## src/hw/rtl/assert_macros.svh

```systemverilog
// ----------------------------------------------------------------------------
// assert_macros.svh
// Concurrent assertion helpers, clocked on clk_i and disabled in reset.
// ----------------------------------------------------------------------------
`ifndef ASSERT_MACROS_SVH
`define ASSERT_MACROS_SVH

`ifndef SYNTHESIS

// plain property check on the block clock
`define DGBA_ASSERT(lbl, prop, msg) \
  lbl: assert property (@(posedge clk_i) disable iff (!rst_ni) (prop)) else $error(msg);

// same-cycle implication
`define DGBA_ASSERT_IMP(lbl, ante, cons, msg) \
  `DGBA_ASSERT(lbl, (ante) |-> (cons), msg)

// next-cycle implication
`define DGBA_ASSERT_NXT(lbl, ante, cons, msg) \
  `DGBA_ASSERT(lbl, (ante) |=> (cons), msg)

`else

`define DGBA_ASSERT(lbl, prop, msg)
`define DGBA_ASSERT_IMP(lbl, ante, cons, msg)
`define DGBA_ASSERT_NXT(lbl, ante, cons, msg)

`endif

`endif

```

## src/hw/rtl/dgba_pkg.sv

```systemverilog
// ----------------------------------------------------------------------------
// dgba_pkg
// Types, constants and arithmetic helpers of the two-image gray/alpha encoder.
// ----------------------------------------------------------------------------
package dgba_pkg;

  localparam int unsigned PIX_W      = 24;
  localparam int unsigned FRAC_W     = 8;
  localparam int unsigned GAIN_W     = 14;
  localparam int unsigned LEVEL_W    = 8;
  localparam int unsigned SCALED_W   = 10;
  localparam int unsigned CFG_IDX_W  = 2;
  localparam int unsigned CFG_DATA_W = 14;

  localparam int unsigned GAIN_SHIFT = 12;
  localparam int unsigned LANE_DEPTH = 4;               // gray, lerp x, lerp y, gain
  localparam int unsigned PIPE_DEPTH = LANE_DEPTH + 1;  // plus merge/output register

  localparam logic [15:0]        GRAY_WR    = 16'd19595;
  localparam logic [15:0]        GRAY_WG    = 16'd38469;
  localparam logic [15:0]        GRAY_WB    = 16'd7472;
  localparam logic [LEVEL_W-1:0] FULL_SCALE = 8'd255;

  localparam logic [GAIN_W-1:0]  GAIN_RESET  = 14'd4096;
  localparam logic [LEVEL_W-1:0] SPLIT_RESET = 8'd128;

  typedef enum logic [CFG_IDX_W-1:0] {
    CFG_GAIN_FIRST  = 2'd0,
    CFG_GAIN_SECOND = 2'd1,
    CFG_SPLIT_LEVEL = 2'd2
  } cfg_idx_e;

  typedef struct packed {
    logic [GAIN_W-1:0]  gain_first;
    logic [GAIN_W-1:0]  gain_second;
    logic [LEVEL_W-1:0] split_level;
  } cfg_regs_t;

  // pixel order: top left, top right, bottom left, bottom right
  typedef logic [3:0][PIX_W-1:0] pix_quad_t;

  // (19595 r + 38469 g + 7472 b) >> 16; sum stays below 2^24
  function automatic logic [7:0] to_gray(input logic [PIX_W-1:0] px);
    logic [23:0] acc;
    acc = 24'(px[7:0])   * 24'(GRAY_WR)
        + 24'(px[15:8])  * 24'(GRAY_WG)
        + 24'(px[23:16]) * 24'(GRAY_WB);
    return acc[23:16];
  endfunction

  // p + floor((q - p) * w / 256); result always lies between p and q
  function automatic logic [7:0] lerp8(input logic [7:0] p, input logic [7:0] q,
                                       input logic [FRAC_W-1:0] w);
    logic signed [8:0]  diff;
    logic signed [17:0] prod;
    logic signed [9:0]  step;
    logic [9:0]         sum;
    diff = $signed({1'b0, q}) - $signed({1'b0, p});
    prod = 18'(diff) * $signed({10'b0, w});
    step = 10'(prod >>> 8);
    sum  = {2'b00, p} + $unsigned(step);
    return sum[7:0];
  endfunction

endpackage

```

## src/hw/rtl/dgba_lane.sv

```systemverilog
// ----------------------------------------------------------------------------
// dgba_lane
// One image lane: gray conversion, bilinear blend and gain, four stages.
// ----------------------------------------------------------------------------
module dgba_lane import dgba_pkg::*; (
  input  logic                clk_i,
  input  logic                en_i,
  input  pix_quad_t           pix_i,
  input  logic [FRAC_W-1:0]   x_frac_i,
  input  logic [FRAC_W-1:0]   y_frac_i,
  input  logic [GAIN_W-1:0]   gain_i,
  output logic [SCALED_W-1:0] scaled_o
);

  logic [3:0][7:0]      gray_q, gray_d;
  logic [FRAC_W-1:0]    xw1_q, yw1_q, yw2_q;
  logic [7:0]           top_q, top_d, bot_q, bot_d;
  logic [7:0]           blend_q, blend_d;
  logic [SCALED_W-1:0]  scaled_q, scaled_d;
  logic [21:0]          prod;

  always_comb begin
    for (int k = 0; k < 4; k++) begin
      gray_d[k] = to_gray(pix_i[k]);
    end
    top_d    = lerp8(gray_q[0], gray_q[1], xw1_q);
    bot_d    = lerp8(gray_q[2], gray_q[3], xw1_q);
    blend_d  = lerp8(top_q, bot_q, yw2_q);
    prod     = {14'b0, blend_q} * {8'b0, gain_i};
    scaled_d = prod[GAIN_SHIFT +: SCALED_W];
  end

  always_ff @(posedge clk_i) begin
    if (en_i) begin
      gray_q   <= gray_d;
      xw1_q    <= x_frac_i;
      yw1_q    <= y_frac_i;
      top_q    <= top_d;
      bot_q    <= bot_d;
      yw2_q    <= yw1_q;
      blend_q  <= blend_d;
      scaled_q <= scaled_d;
    end
  end

  assign scaled_o = scaled_q;

endmodule

```

## config.mk

```make
export PLATFORM = sky130hd
export DESIGN_NAME = dgba_lane
export DESIGN_NICKNAME = d
export VERILOG_FILES = /design/src/hw/rtl/assert_macros.svh /design/src/hw/rtl/dgba_pkg.sv /design/src/hw/rtl/dgba_lane.sv
export SDC_FILE = /design/constraint.sdc
export NUM_CORES = 2
export LEC_CHECK = 0
export BUFFER_PORTS_ARGS = -buffer_cell sky130_fd_sc_hd__buf_2
export CAP_MARGIN = 40
export CORE_MARGIN = 2
export CORE_UTILIZATION = 38
export DETAILED_ROUTE_END_ITERATION = 6
export PLACE_DENSITY = 0.58
export SYNTH_ARGS = -nofsm -noshare
export SYNTH_HDL_FRONTEND = slang
export SYNTH_SLANG_ARGS = --single-unit
export TNS_END_PERCENT = 30
```

## constraint.sdc

```tcl
create_clock -name clk_i -period 11.3 [get_ports clk_i]
set_clock_uncertainty 0.05 [all_clocks]
set_input_delay 1.13 -clock clk_i [delete_from_list [all_inputs] [get_ports clk_i]]
set_output_delay 1.13 -clock clk_i [all_outputs]
set_load 0.02 [all_outputs]
```

==> run metrics <==
unrepaired setup endpoints after global routing=false; root buf cell=clkbuf_16; Die Wd=310 um; Via-to-Cell Ratio=4.58; largest net degree at the start of global routing=40; area leader, netlist=fa_1; first-pass GRT wire length=123 mm; vias in the first global route=24482; status=finished clean; Post-DP HPWL=65.5 mm; Worst-path clk slew=0.07 ns; Worst path max stage delay=0.50 ns; 1st-iter DRT viols=733; Yosys top cell area share=0.360; global-route usage over all layers=0.160; Synth top cells by count=inv_1 (1094), ha_1 (765), fa_1 (639); fin nets=5298; clk buf depth=2; setup bufs post-CTS=0; CTS buffer count=9; CTS Sinks=90; Area Overhead vs Synth=6.95%; kind of critical path=in2reg; Seq/Total Area, Yosys=0.0761; Final GP Congestion=0.855; Worst path slowest cell=fa_1; CTS tree=done; f_max=0.128 GHz; drt first pass iters=5; HP Class=reg2reg; Worst setup EP type=flip-flop; Synth Flop Type=edfxtp_1; initial antenna violation count=5; Mapped Nets=5175; Synth cell types=59; Setup-failing EPs final=0; Die H=310 um; Mapped Cells=3643; Via Count=23023; core area=92900 um^2; worst skew pair latency=0.37 ns; Setup Total Neg Slack=0 ns; period utilization=0.691; cell repeated most along the worst path=fa_1; Worst Path Required=11.37 ns; CTS H-tree depth=3; Initial Util=0.382; Max Cap Violations=0; Routed WL per cell=14.5 um; register bit total from synthesis=90; Syn Std Cell Area=35500 um^2; Row Count=112; most numerous cell in the Yosys netlist=inv_1; IO buf count=137; Post-Route WL=72.8 mm; Tmin final=7.81 ns; startpoint class of the critical path=primary input; Synth area leaders=fa_1 (36%), ha_1 (27%), inv_1 (12%), edfxtp_1 (7.6%), xnor2_1 (3.0%); CTS resizes=0; share of cells above drive strength 1=0.0456; Syn Area/Cell=9.74 um^2; Final Hold Vio Count=0; Antenna Nets Post-Route=0; GRT overflow=0; Relative slew margins=0.461; DR DRC count=0; number of I/O pins=138; Critical Path Fanout Max=6; EDFF count, synth=90; Post-synth ARST share=0; die area=95900 um^2; Slew Limit Fails=0; worst-margin pin slew=0.802 ns; synth warn=0; hold_buf cts=0; WP data arrival=7.89 ns
kinds of logic after synthesis:
kind of cell	count (synthesis)	synth area share
and+or+nand+nor	574	0.0811
AOI/OAI and AO/OA	291	0.0543
DFF	90	0.0761
adders and majority gates	1404	0.630
buffers and inverters	1125	0.119
muxes	1	0.000317
xor gates and xnor gates	158	0.0390
through the flow:
stage                util  std cells  area (um^2)  hold WS, ns  worst slack [ns]
finish              0.409       5027        38000        0.369              3.49
global route        0.409       5027        38000        0.375              2.90
CTS                 0.409       5025        38000        0.370              3.46
detailed placement  0.405       5009        37700        0.355              3.07
global placement    0.405       5008        37700        0.350              3.17
floorplan               -       3643        35500        0.350              3.73
area by class of cell:
type                            instances  area, um^2
Multi-Input combinational cell       2428       28600
Fill cell                            9271       54900
Timing Repair Buffer                  139         716
Inverter                             1098        4120
Antenna cell                            2        5.00
Clock buffer                           11         233
Sequential cell                        90        2700
Clock inverter                          5        55.1
Tap cell                             1254        1570
routing by layer:
layer / wire length (um) / track usage / share of wire
met1: 33400 / 0.212 / 0.46
met2: 37000 / 0.288 / 0.51
met3: 1320 / 0.0141 / 0.018
met4: 1120 / 0.0284 / 0.015
met5: 16 / 0 / 0.00022
state kept, by name, indices dropped and copies added, names as in the netlist:
register,count
bot_q,8
blend_q,8
yw1_q,8
xw1_q,8
scaled_o,10
yw2_q,8
gray_q,32
top_q,8
layout by cell type (no fill, tap or decap), types with 10 or more instances in the layout:
cell | netlist | final
nand2b_1 | 22 | 22
a21oi_1 | 78 | 78
o21ai_1 | 42 | 42
and3_1 | 16 | 16
and2_1 | 105 | 105
nor3_1 | 26 | 26
o211ai_1 | 10 | 10
fa_1 | 639 | 639
xnor2_1 | 120 | 120
buf_2 | 0 | 136
ha_1 | 765 | 765
nand3_1 | 33 | 33
or2_2 | 10 | 10
edfxtp_1 | 90 | 90
inv_1 | 1094 | 1094
nor2_1 | 77 | 77
xor2_1 | 38 | 38
o21ai_0 | 14 | 14
o21a_1 | 30 | 30
nor2b_1 | 41 | 41
nand3b_1 | 10 | 10
a21o_1 | 32 | 32
nand2_1 | 200 | 200
o21bai_1 | 18 | 18
critical path, delay by kind of cell:
family	cells	cell delay, ns
AOI/OAI and AO/OA	11	1.99
xor gates and xnor gates	2	0.28
adders and majority gates	10	4.04
buffers and inverters	5	0.37
and+or+nand+nor	1	0.08
path summary, 6_finish.rpt:
path	from	to	slack (ns)	depth (start not counted)
worst min-delay path	yw1_q[2]	yw2_q[2]	0.37	0
worst min register to register	yw1_q[2]	yw2_q[2]	0.37	0
worst max-delay path	pix_i[21]	gray_q[7]	3.49	29
worst max register to register	gray_q[16]	bot_q[7]	3.51	29
Power is left out: the tool's default activity adds up to more than one toggle a clock period on the data nets, which glitch-free logic cannot reach.
