**src/hw/rtl/assert_macros.svh**
```systemverilog
// ----------------------------------------------------------------------------
// assert_macros.svh
// Concurrent assertion helpers, clocked on clk_i and disabled in reset.
// ----------------------------------------------------------------------------
`ifndef ASSERT_MACROS_SVH
`define ASSERT_MACROS_SVH

`ifndef SYNTHESIS

// plain property check on the block clock
`define DGBA_ASSERT(lbl, prop, msg) \
  lbl: assert property (@(posedge clk_i) disable iff (!rst_ni) (prop)) else $error(msg);

// same-cycle implication
`define DGBA_ASSERT_IMP(lbl, ante, cons, msg) \
  `DGBA_ASSERT(lbl, (ante) |-> (cons), msg)

// next-cycle implication
`define DGBA_ASSERT_NXT(lbl, ante, cons, msg) \
  `DGBA_ASSERT(lbl, (ante) |=> (cons), msg)

`else

`define DGBA_ASSERT(lbl, prop, msg)
`define DGBA_ASSERT_IMP(lbl, ante, cons, msg)
`define DGBA_ASSERT_NXT(lbl, ante, cons, msg)

`endif

`endif

```
**src/hw/rtl/dgba_pkg.sv**
```systemverilog
// ----------------------------------------------------------------------------
// dgba_pkg
// Types, constants and arithmetic helpers of the two-image gray/alpha encoder.
// ----------------------------------------------------------------------------
package dgba_pkg;

  localparam int unsigned PIX_W      = 24;
  localparam int unsigned FRAC_W     = 8;
  localparam int unsigned GAIN_W     = 14;
  localparam int unsigned LEVEL_W    = 8;
  localparam int unsigned SCALED_W   = 10;
  localparam int unsigned CFG_IDX_W  = 2;
  localparam int unsigned CFG_DATA_W = 14;

  localparam int unsigned GAIN_SHIFT = 12;
  localparam int unsigned LANE_DEPTH = 4;               // gray, lerp x, lerp y, gain
  localparam int unsigned PIPE_DEPTH = LANE_DEPTH + 1;  // plus merge/output register

  localparam logic [15:0]        GRAY_WR    = 16'd19595;
  localparam logic [15:0]        GRAY_WG    = 16'd38469;
  localparam logic [15:0]        GRAY_WB    = 16'd7472;
  localparam logic [LEVEL_W-1:0] FULL_SCALE = 8'd255;

  localparam logic [GAIN_W-1:0]  GAIN_RESET  = 14'd4096;
  localparam logic [LEVEL_W-1:0] SPLIT_RESET = 8'd128;

  typedef enum logic [CFG_IDX_W-1:0] {
    CFG_GAIN_FIRST  = 2'd0,
    CFG_GAIN_SECOND = 2'd1,
    CFG_SPLIT_LEVEL = 2'd2
  } cfg_idx_e;

  typedef struct packed {
    logic [GAIN_W-1:0]  gain_first;
    logic [GAIN_W-1:0]  gain_second;
    logic [LEVEL_W-1:0] split_level;
  } cfg_regs_t;

  // pixel order: top left, top right, bottom left, bottom right
  typedef logic [3:0][PIX_W-1:0] pix_quad_t;

  // (19595 r + 38469 g + 7472 b) >> 16; sum stays below 2^24
  function automatic logic [7:0] to_gray(input logic [PIX_W-1:0] px);
    logic [23:0] acc;
    acc = 24'(px[7:0])   * 24'(GRAY_WR)
        + 24'(px[15:8])  * 24'(GRAY_WG)
        + 24'(px[23:16]) * 24'(GRAY_WB);
    return acc[23:16];
  endfunction

  // p + floor((q - p) * w / 256); result always lies between p and q
  function automatic logic [7:0] lerp8(input logic [7:0] p, input logic [7:0] q,
                                       input logic [FRAC_W-1:0] w);
    logic signed [8:0]  diff;
    logic signed [17:0] prod;
    logic signed [9:0]  step;
    logic [9:0]         sum;
    diff = $signed({1'b0, q}) - $signed({1'b0, p});
    prod = 18'(diff) * $signed({10'b0, w});
    step = 10'(prod >>> 8);
    sum  = {2'b00, p} + $unsigned(step);
    return sum[7:0];
  endfunction

endpackage

```
**src/hw/rtl/dgba_merge.sv**
```systemverilog
// ----------------------------------------------------------------------------
// dgba_merge
// Clamps both lane results around the split level and forms gray and alpha.
// ----------------------------------------------------------------------------
module dgba_merge import dgba_pkg::*; (
  input  logic                clk_i,
  input  logic                en_i,
  input  logic [SCALED_W-1:0] first_i,
  input  logic [SCALED_W-1:0] second_i,
  input  logic [LEVEL_W-1:0]  split_i,
  output logic [LEVEL_W-1:0]  gray_o,
  output logic [LEVEL_W-1:0]  alpha_o
);

  logic [LEVEL_W-1:0] v1, v2;
  logic [LEVEL_W-1:0] gray_q, gray_d, alpha_q, alpha_d;

  always_comb begin
    if (first_i < SCALED_W'(split_i)) begin
      v1 = split_i;
    end else if (first_i > SCALED_W'(FULL_SCALE)) begin
      v1 = FULL_SCALE;
    end else begin
      v1 = first_i[LEVEL_W-1:0];
    end
    if (second_i > SCALED_W'(split_i)) begin
      v2 = split_i;
    end else begin
      v2 = second_i[LEVEL_W-1:0];
    end
    // v1 >= split >= v2, so this never wraps
    gray_d  = v2;
    alpha_d = FULL_SCALE - v1 + v2;
  end

  always_ff @(posedge clk_i) begin
    if (en_i) begin
      gray_q  <= gray_d;
      alpha_q <= alpha_d;
    end
  end

  assign gray_o  = gray_q;
  assign alpha_o = alpha_q;

endmodule

```
**config.mk**
```make
export PLATFORM = sky130hd
export DESIGN_NAME = dgba_merge
export DESIGN_NICKNAME = d
export VERILOG_FILES = /design/src/hw/rtl/assert_macros.svh /design/src/hw/rtl/dgba_pkg.sv /design/src/hw/rtl/dgba_merge.sv
export SDC_FILE = /design/constraint.sdc
export NUM_CORES = 1
export LEC_CHECK = 0
export ABC_AREA = 1
export CORE_MARGIN = 2
export CORE_UTILIZATION = 46
export DETAILED_ROUTE_END_ITERATION = 8
export DONT_BUFFER_PORTS = 1
export PLACE_DENSITY = 0.6
export SYNTH_ARGS = -nofsm -noshare
export SYNTH_HDL_FRONTEND = slang
export SYNTH_SLANG_ARGS = --single-unit
```
**constraint.sdc**
```tcl
create_clock -name clk_i -period 3 [get_ports clk_i]
set_input_delay 0.3 -clock clk_i [delete_from_list [all_inputs] [get_ports clk_i]]
set_output_delay 0.3 -clock clk_i [all_outputs]
set_load 0.03 [all_outputs]
```
==> flow_summary_export.csv, run 1 <==
group,metric,value,unit
place,place_hpwl,2480,um
route,routed_via_density,4.96,
synthesis,yosys_register_bits,16,
timing,finalCriticalPeriod,2.61,ns
timing,finalSetupTns,0,ns
setup_path,end_kind,"register",
place,gp_congestion,0.896,
global_routing,antenna_found_initial,0,
floorplan,design.core.area,3030,um2
setup_path,crit_type,"primary input to register",
synthesis,synthArstFlopShare,0,%
synthesis,synthFlopType,"edfxtp_1",
cells_and_area,multi_input_area,856,um2
status,run_status,"finished, final reports clean",
route,wl,2770,um
timing,grt_setup_unrepaired,"false",
synthesis,ys_warn_count,0,
timing,fmax,383,MHz
synthesis,syn_area_per_cell,7.99,um2
timing,report.final.slew_viol_count,0,
clock_network,cts_inserted_buffers,3,
clock_network,hold_buffers,0,
worst_hold_path,hold_path.class,"primary input to register",
cells_and_area,area_growth,5.54,%
global_routing,grt_max_degree,17,
global_routing,grt_pass1_wl,4780,um
clock_network,cts_tree,"built",
global_routing,grt_pass1_vias,1118,
route,first_iter_violations,29,
route,ant_nets,0,
setup_path,crit_required,3.03,ns
cells_and_area,nets,239,
global_routing,grtUsageMet1,22.5,%
clock_network,clock-sinks,16,
synthesis,syn_nets,234,
timing,slew_headroom,78.4,%
synthesis,synth.distinct_cells,23,
timing,finalCritPeriodShare,86.9,%
setup_path,critPathLaunchType,"primary input",
global_routing,gr-total-overflow,0,
cells_and_area,layout_common_cells,"nand2_1, inv_1, ha_1",
route,drt-pass1-iter-count,4,
cells_and_area,regArea,480,um2
route,wl_per_cell,12.2,um
global_routing,grtUsageMet3,1.95,%
floorplan,start_util,47.8,%
run,maxCapViolCount,0,
global_routing,gr-max-usage-layer,"met2",
global_routing,grt_use_met2,31.1,%
route,drcViolationCount,0,
power,ir_worst_vdd,0.109,mV
floorplan,boundaryPins,46,
synthesis,netlist_area,1450,um2
floorplan,die_w,60.1,um
power,leakage,0.000735,uW
global_routing,grt_usage,18.0,%
place,io_buffers,0,
timing,setup_viol,0,
cells_and_area,fillers,318,
setup_path,crit_arrival,2.64,ns
synthesis,seq_area_frac_synth,33.2,%
clock_network,htreeDepth,1,
power,power_density,399,nW/um2
place,placed_cells,225,
clock_network,clk_path_buf_depth,2,
cells_and_area,drive_gt1_share,7.61,%
clock_network,root_buffer,"clkbuf_4",
cells_and_area,antennaDiodeCount,0,
floorplan,die_h,60.1,um
clock_network,cts_resized,0,
cells_and_area,mostFrequentLayoutCell,"nand2_1",
clock_network,clk_pin_slew_worst_paths,0.08,ns
clock_network,post-cts-setup-buffer-count,0,
synthesis,netlist_instances,181,
timing,final_hold_viol_count,0,
timing,worst_pin_slew,0.322,ns
setup_path,critPathMaxFanout,13,
floorplan,num_rows,20,
synthesis,synth-edff-count,16,
route,dr_total_vias,1132,
cells_and_area,fin_cells,228,
floorplan,die-area,3610,um2
-- layer usage --
layer | vias up | routed length [um] | part of all wire, %
li1 | 607 | - | -
met1 | 497 | 1260 | 45
met2 | 26 | 1400 | 51
met3 | 2 | 82 | 3.0
met4 | 0 | 27 | 0.97
met5 | - | 0 | 0
-- cells in the mapped netlist, types with 3 or more instances --
cell / instances / area share, %
nor2_1: 12 / 3.1
a21oi_1: 7 / 2.4
inv_1: 25 / 6.5
ha_1: 22 / 19
nand4_1: 4 / 1.7
o21ai_1: 16 / 5.5
nor2_2: 3 / 1.3
nand2_1: 53 / 14
edfxtp_1: 16 / 33
xor2_1: 4 / 2.4
nand3_1: 7 / 2.4
-- critical path, stage by stage --
cell and delay [ns]:
inv_1 0.05, ha_1 0.31, nand2_1 0.07, nor2_1 0.14
nand3_1 0.11, nand3_2 0.11, nand2_2 0.15, nand2_1 0.10
o21ai_1 0.09, ha_1 0.23, fa_1 0.40, nand3_1 0.10
nand2_1 0.08, a21oi_1 0.14, nor2_1 0.06, nor2_1 0.11
xnor2_1 0.07
-- sequential cells by signal (all words and copies together), names as in the netlist --
signal / flops
alpha_o: 8
gray_o: 8
-- area by class of cell --
cell class,instances,share of cell area [%]
clock buffers,3,1.48
inverters,26,6.39
multi-input cells,137,56.1
flip-flops and latches,16,31.5
well taps,44,3.61
repair buffers,2,0.984
-- metrics by stage --
| stage | instance area [um2] | worst slack (ns) | hold WS, ns | power [uW] | utilization (%) |
|---|---|---|---|---|---|
| after CTS | 1530 | 0.368 | 0.123 | 618 | 50.4 |
| after global routing | 1530 | 0.134 | 0.112 | 656 | 50.4 |
| after floorplan | 1450 | 0.278 | 0.412 | 483 | - |
| after detailed placement | 1500 | 0.0666 | 0.413 | 516 | 49.7 |
| after global placement | 1500 | 0.213 | 0.413 | 510 | 49.7 |
| final | 1530 | 0.392 | 0.135 | 609 | 50.4 |
-- power breakdown --
group          internal [uW]  total, uW  switching, uW  leakage (uW)
sequential               289        357           68.4      0.000156
combinational           60.7        152           91.0      0.000565
clock                   46.4        101           54.3     0.0000138
-- final timing paths --
path	startpoint	endpoint	slack, ns	cells past startpoint
min	en_i	alpha_o[0]	0.13	0
max	split_i[5]	alpha_o[6]	0.39	17
-- cell families after synthesis --
family | Yosys count | share of synthesized area (%)
adders and majority gates | 23 | 20.4
and+or+nand+nor | 85 | 27.2
xor gates and xnor gates | 5 | 3.03
AOI/OAI and AO/OA | 24 | 8.48
DFF | 16 | 33.2
buffers and inverters | 28 | 7.61
No activity file was read; power rests on OpenSTA's default activity.
==> run 2: changes to the inputs <==
- ABC_AREA: 1 -> default
- CORE_UTILIZATION: 46 -> 55
- PLACE_DENSITY: 0.6 -> 0.69
- clock period: 3 -> 2.9 ns (I/O delays scaled with it)
==> run 2 against run 1 <==
Core utilization increased by 17 points. Sequential power increased by 7.0%. Sequential share of layout area decreased by 1.8 points. Via count decreased by 9.4%. Synthesized cell count decreased by 29%. Sequential cell count unchanged. Critical path depth unchanged. First-iteration DRC count decreased by 62%. Die area decreased by 20%. Combinational power increased by 38%. Largest cell class unchanged. Highest routed layer is now met3.
==> flow_summary_export.csv, run 2 <==
group,metric,value,unit
status,run_status,"finished, final reports clean",
clock_network,cts_tree,"built",
synthesis,netlist_area,1370,um2
place,io_buffers,0,
place,place_hpwl,2270,um
setup_path,critPathLaunchType,"primary input",
timing,slew_headroom,77.3,%
power,intPower,467,uW
floorplan,design.core.area,2410,um2
floorplan,start_util,56.8,%
global_routing,grt_pass1_vias,1016,
cells_and_area,antennaDiodeCount,0,
cells_and_area,area_growth,18.4,%
synthesis,synthMuxAreaShare,6.49,%
synthesis,ys_warn_count,0,
global_routing,grt_max_degree,17,
synthesis,synthArstFlopShare,0,%
synthesis,synth-adder-area-share,21.6,%
floorplan,die_w,53.9,um
setup_path,crit_arrival,2.75,ns
route,dr_total_vias,1026,
worst_hold_path,hold_path_depth,0,
route,ant_nets,0,
worst_hold_path,hold_path.class,"primary input to register",
timing,report.final.slew_viol_count,0,
synthesis,netlist_instances,129,
synthesis,yosys.area_share.simple,10.1,%
timing,worst_pin_slew,0.336,ns
cells_and_area,layout_common_cells,"ha_1, buf_4, edfxtp_1",
floorplan,die-area,2900,um2
power,ir_worst_vdd,0.302,mV
power,power.share.sequential,54.6,%
route,routed_via_density,5.83,
synthesis,synth_xor_xnor_area_share,4.48,%
timing,finalCritPeriodShare,93.9,%
synthesis,syn_nets,182,
place,gp_congestion,0.831,
power,swShare,33.2,%
setup_path,end_kind,"register",
synthesis,synthFlopType,"edfxtp_1",
synthesis,synthTopCellsByArea,"edfxtp_1, ha_1, mux2_2",
synthesis,syn_area_per_cell,10.6,um2
setup_path,crit_type,"primary input to register",
synthesis,ys_top_cells_by_count,"ha_1, edfxtp_1, inv_1, a21o_1, a21oi_1",
route,drt-pass1-iter-count,4,
place,dp_slack,-0.256,ns
route,wl,2670,um
global_routing,gr-total-overflow,0,
timing,holdWs,0.121,ns
synthesis,synth_top_cell_by_area,"edfxtp_1",
power,power_density,431,nW/um2
timing,setup_viol,0,
synthesis,yosys_register_bits,16,
timing,finalCriticalPeriod,2.72,ns
clock_network,htreeDepth,1,
timing,finalSetupTns,0,ns
global_routing,grt_pass1_wl,4430,um
power,power_frac_comb,30.0,%
route,wl_per_cell,15.2,um
power,leakage,0.000727,uW
timing,final_hold_viol_count,0,
cells_and_area,drive_gt1_share,30.1,%
floorplan,die_h,53.9,um
power,p_sw,232,uW
clock_network,clk_pin_slew_worst_paths,0.08,ns
route,first_iter_violations,11,
setup_path,critPathMaxFanout,6,
synthesis,synth.distinct_cells,34,
timing,worst_slack,0.178,ns
global_routing,grt_usage,20.6,%
timing,fmax,367,MHz
synthesis,synth_top_area_share,35.1,%
global_routing,antenna_found_initial,0,
place,placed_cells,173,
synthesis,synth-edff-count,16,
synthesis,synth_top_family_by_area,"adder cells",
timing,grt_setup_unrepaired,"false",
setup_path,crit_required,2.93,ns
clock_network,clock-sinks,16,
cells_and_area,fin_cells,176,
clock_network,clk_path_buf_depth,2,
cells_and_area,nets,201,
route,drcViolationCount,0,
synthesis,yosysMostFrequentCell,"ha_1",
clock_network,cts_inserted_buffers,3,
power,p_clk_share,15.4,%
synthesis,synth_compound_area_share,17.5,%
run,maxCapViolCount,0,
clock_network,root_buffer,"clkbuf_4",
synthesis,seq_area_frac_synth,35.1,%
floorplan,boundaryPins,46,
floorplan,num_rows,18,
run 2: changes by cell type in the layout (fill, tap and decap cells not counted), sizes merged, moves of 3 or more:
cell    before  now
nor4         0    6
nor2        15    7
o21ai       16    4
mux2         0    7
nand4        4    0
buf          2   19
inv         26   10
o21bai       0    3
a21o         0    8
nand3        9    3
o21a         0    3
nand2       54    4
xnor2        1    5
run 2: cell type report:
cell class / count / area, um2
Tap cell: 30 / 37.5
Inverter: 10 / 52.6
Fill cell: 188 / 790
Multi-Input combinational cell: 98 / 885
Timing Repair Buffer: 19 / 143
Clock buffer: 3 / 22.5
Sequential cell: 16 / 480
run 2: kinds of logic after synthesis:
kind of cell             Yosys count
flip-flops                        16
AND/OR/NAND/NOR                   26
multiplexers                       8
AO/OA/AOI/OAI                     34
buffers and inverters             15
adder cells (fa/ha/maj)           23
XOR/XNOR                           7
run 2: final timing paths:
path | slack (ns) | start | to
worst max-delay path | 0.18 | split_i[7] | alpha_o[6]
worst min-delay path | 0.12 | en_i | gray_o[3]
run 2: metrics by stage:
| stage | total power, uW | utilization, % | instance area (um2) |
|---|---|---|---|
| floorplan | 535 | - | 1450 |
| global placement | 589 | 65.8 | 1590 |
| detailed placement | 594 | 65.8 | 1590 |
| CTS | 701 | 66.7 | 1610 |
| global route | 741 | 67.2 | 1620 |
| finish | 698 | 67.2 | 1620 |
run 2: power groups by stage:
stage | registers (uW) | clock network [uW] | logic [uW]
global route | 387 | 119 | 235
global placement | 387 | 0 | 202
detailed placement | 389 | 0 | 205
floorplan | 384 | 0 | 151
CTS | 383 | 111 | 207
finish | 382 | 107 | 209
run 2: timing repair:
action	4_1_cts	5_1_grt
resized for setup	0	4
buffers inserted	0	0
hold buffers	0	0
setup endpoints to repair	0	4
run 2: critical path: stages:
cell,delay [ns]
inv_1,0.03
buf_4,0.13
ha_1,0.30
nand2_1,0.08
nand3_1,0.07
a211o_1,0.29
and2_4,0.16
nand2_1,0.06
o21ai_0,0.11
ha_2,0.22
fa_2,0.35
a21oi_1,0.14
nor2_1,0.05
nor2_1,0.15
o21bai_1,0.10
a21oi_1,0.16
xnor2_1,0.07
run 2: layer usage:
metal,track usage [%],part of all wire [%]
met4,6.41,0
met1,27.4,45
met2,34.1,49
met3,3.33,6.4
met5,0,0
==> run 3: changes to the inputs <==
- BUFFER_PORTS_ARGS: default -> -buffer_cell sky130_fd_sc_hd__buf_4
- CORE_UTILIZATION: 55 -> 50
- DONT_BUFFER_PORTS: 1 -> default
- PLACE_DENSITY: 0.69 -> 0.88
- RECOVER_POWER: default -> 50
==> run 3 against run 2 <==
Largest cell class unchanged. Critical path type unchanged. The run now ends with setup timing left. Combinational power increased by 100%. Via count increased by 32%. Non-clock buffer count increased by 50. Critical path depth unchanged. Wire length increased by 52%. Sequential share of layout area decreased by 6.6 points.
==> flow_summary_export.csv, run 3 (synthesis results as in run 2) <==
group,metric,value,unit
setup_path,path_cells,"buf_4 > inv_4 > ha_1 > a21oi_1 > a21oi_1 > a211o_1 > and2_4 > nand2_1 > o21ai_1 > ha_2 > fa_2 > a21oi_2 > nor2_1 > nor2_1 > o21bai_1 > a21oi_2 > xnor2_1",
power,p_clk_share,14.1,%
floorplan,start_util,53.8,%
status,violations,"setup timing",
timing,fmax,340,MHz
cells_and_area,area_growth,52.3,%
route,ant_nets,0,
timing,slew_headroom,47.1,%
timing,setup_viol,1,
timing,worst_slack,-0.0423,ns
timing,finalCritPeriodShare,101,%
cells_and_area,layout_common_cells,"buf_4, ha_1, edfxtp_1",
route,wl_per_cell,18.0,um
route,drt-pass1-iter-count,4,
floorplan,die-area,3170,um2
clock_network,clk_pin_slew_worst_paths,0.09,ns
floorplan,boundaryPins,46,
setup_path,crit_required,2.95,ns
power,power_density,405,nW/um2
setup_path,max_stage_delay,0.41,ns
cells_and_area,post-route-util,81.9,%
global_routing,grt_max_degree,17,
power,power.share.sequential,36.5,%
setup_path,crit_type,"primary input to register",
clock_network,htreeDepth,1,
setup_path,worst-path-stages,17,
setup_path,end_kind,"register",
clock_network,root_buffer,"clkbuf_4",
setup_path,cpMaxStageDelayCell,"fa_2",
cells_and_area,mostFrequentLayoutCell,"buf_4",
timing,grt_setup_unrepaired,"true",
power,intPower,540,uW
power,ir_worst_vdd,0.332,mV
clock_network,cts_tree,"built",
timing,final_hold_viol_count,0,
worst_hold_path,hold_path_depth,2,
power,p_sw,304,uW
setup_path,worst-path-buf-inv,2,
global_routing,grt_pass1_vias,1311,
route,wl,4080,um
floorplan,die_w,56.3,um
timing,finalCriticalPeriod,2.94,ns
run,maxCapViolCount,0,
global_routing,gr-total-overflow,0,
cells_and_area,nets,251,
place,io_buffers,45,
route,routed_via_density,5.95,
cells_and_area,fin_cells,227,
global_routing,grt_usage,23.0,%
clock_network,clk_path_buf_depth,2,
route,drcViolationCount,0,
cells_and_area,drive_gt1_share,49.2,%
floorplan,design.core.area,2540,um2
setup_path,startpoint,"split_i[2]",
worst_hold_path,hold_path.class,"primary input to register",
setup_path,cp_top_family,"compound AO/OA/AOI/OAI gates",
place,place_hpwl,3030,um
worst_hold_path,hp-start,"split_i[3]",
power,swShare,36.0,%
status,run_status,"finished with violations",
route,first_iter_violations,69,
setup_path,critPathMaxFanout,6,
clock_network,clock-sinks,16,
power,power_frac_comb,49.4,%
floorplan,die_h,56.3,um
place,placed_cells,220,
global_routing,grt_pass1_wl,5680,um
floorplan,num_rows,18,
cells_and_area,fillers,143,
timing,worst_pin_slew,0.793,ns
route,dr_total_vias,1351,
setup_path,crit_arrival,2.99,ns
place,gp_congestion,0.858,
power,leakage,0.000962,uW
global_routing,antenna_found_initial,0,
clock_network,cts_inserted_buffers,3,
timing,report.final.slew_viol_count,0,
timing,holdWs,0.349,ns
place,dp_slack,-0.400,ns
cells_and_area,antennaDiodeCount,0,
setup_path,critPathLaunchType,"primary input",
run 3: layer usage:
layer	track usage (%)	part of all wire [%]
met5	0	0
met2	43.0	53
met4	11.9	3.0
met3	3.00	5.7
met1	24.9	38
run 3: layout make-up:
type | count | area (um2) | area share, %
clock buffers | 3 | 22.5 | 1.08
clock inverters | 1 | 3.75 | 0.180
inverters | 10 | 52.6 | 2.52
multi-input cells | 98 | 980 | 47.0
flip-flops and latches | 16 | 480 | 23.0
well taps | 30 | 37.5 | 1.80
repair buffers | 69 | 508 | 24.4
run 3: path summary, 6_finish.rpt:
kind / endpoint / slack, ns
max: alpha_o[6] / -0.04
min: gray_o[3] / 0.35
run 3: what timing repair did:
| item | in CTS | in global routing |
|---|---|---|
| hold endpoints to repair | 0 | 0 |
| hold buffers | 0 | 0 |
| setup buffers | 0 | 3 |
| resized for setup | 2 | 22 |
| endpoints found under the setup margin | 3 | 4 |
| pin swaps | 0 | 19 |
run 3: per-stage QoR:
step                cell area, um2  power [uW]  TNS, ns
floorplan                     1450         535  -0.0553
global placement              1940         678   -0.669
detailed placement            1940         703    -1.39
CTS                           1970         819        0
global route                  2080         878   -0.339
finish                        2080         845  -0.0423
run 3: power by group through the flow:
stage	sequential [uW]	clock (uW)	combinational [uW]
3_3_place_gp	312	0	366
2_1_floorplan	384	0	151
6_report	308	119	417
3_5_place_dp	314	0	389
5_1_grt	311	125	442
4_1_cts	309	116	394
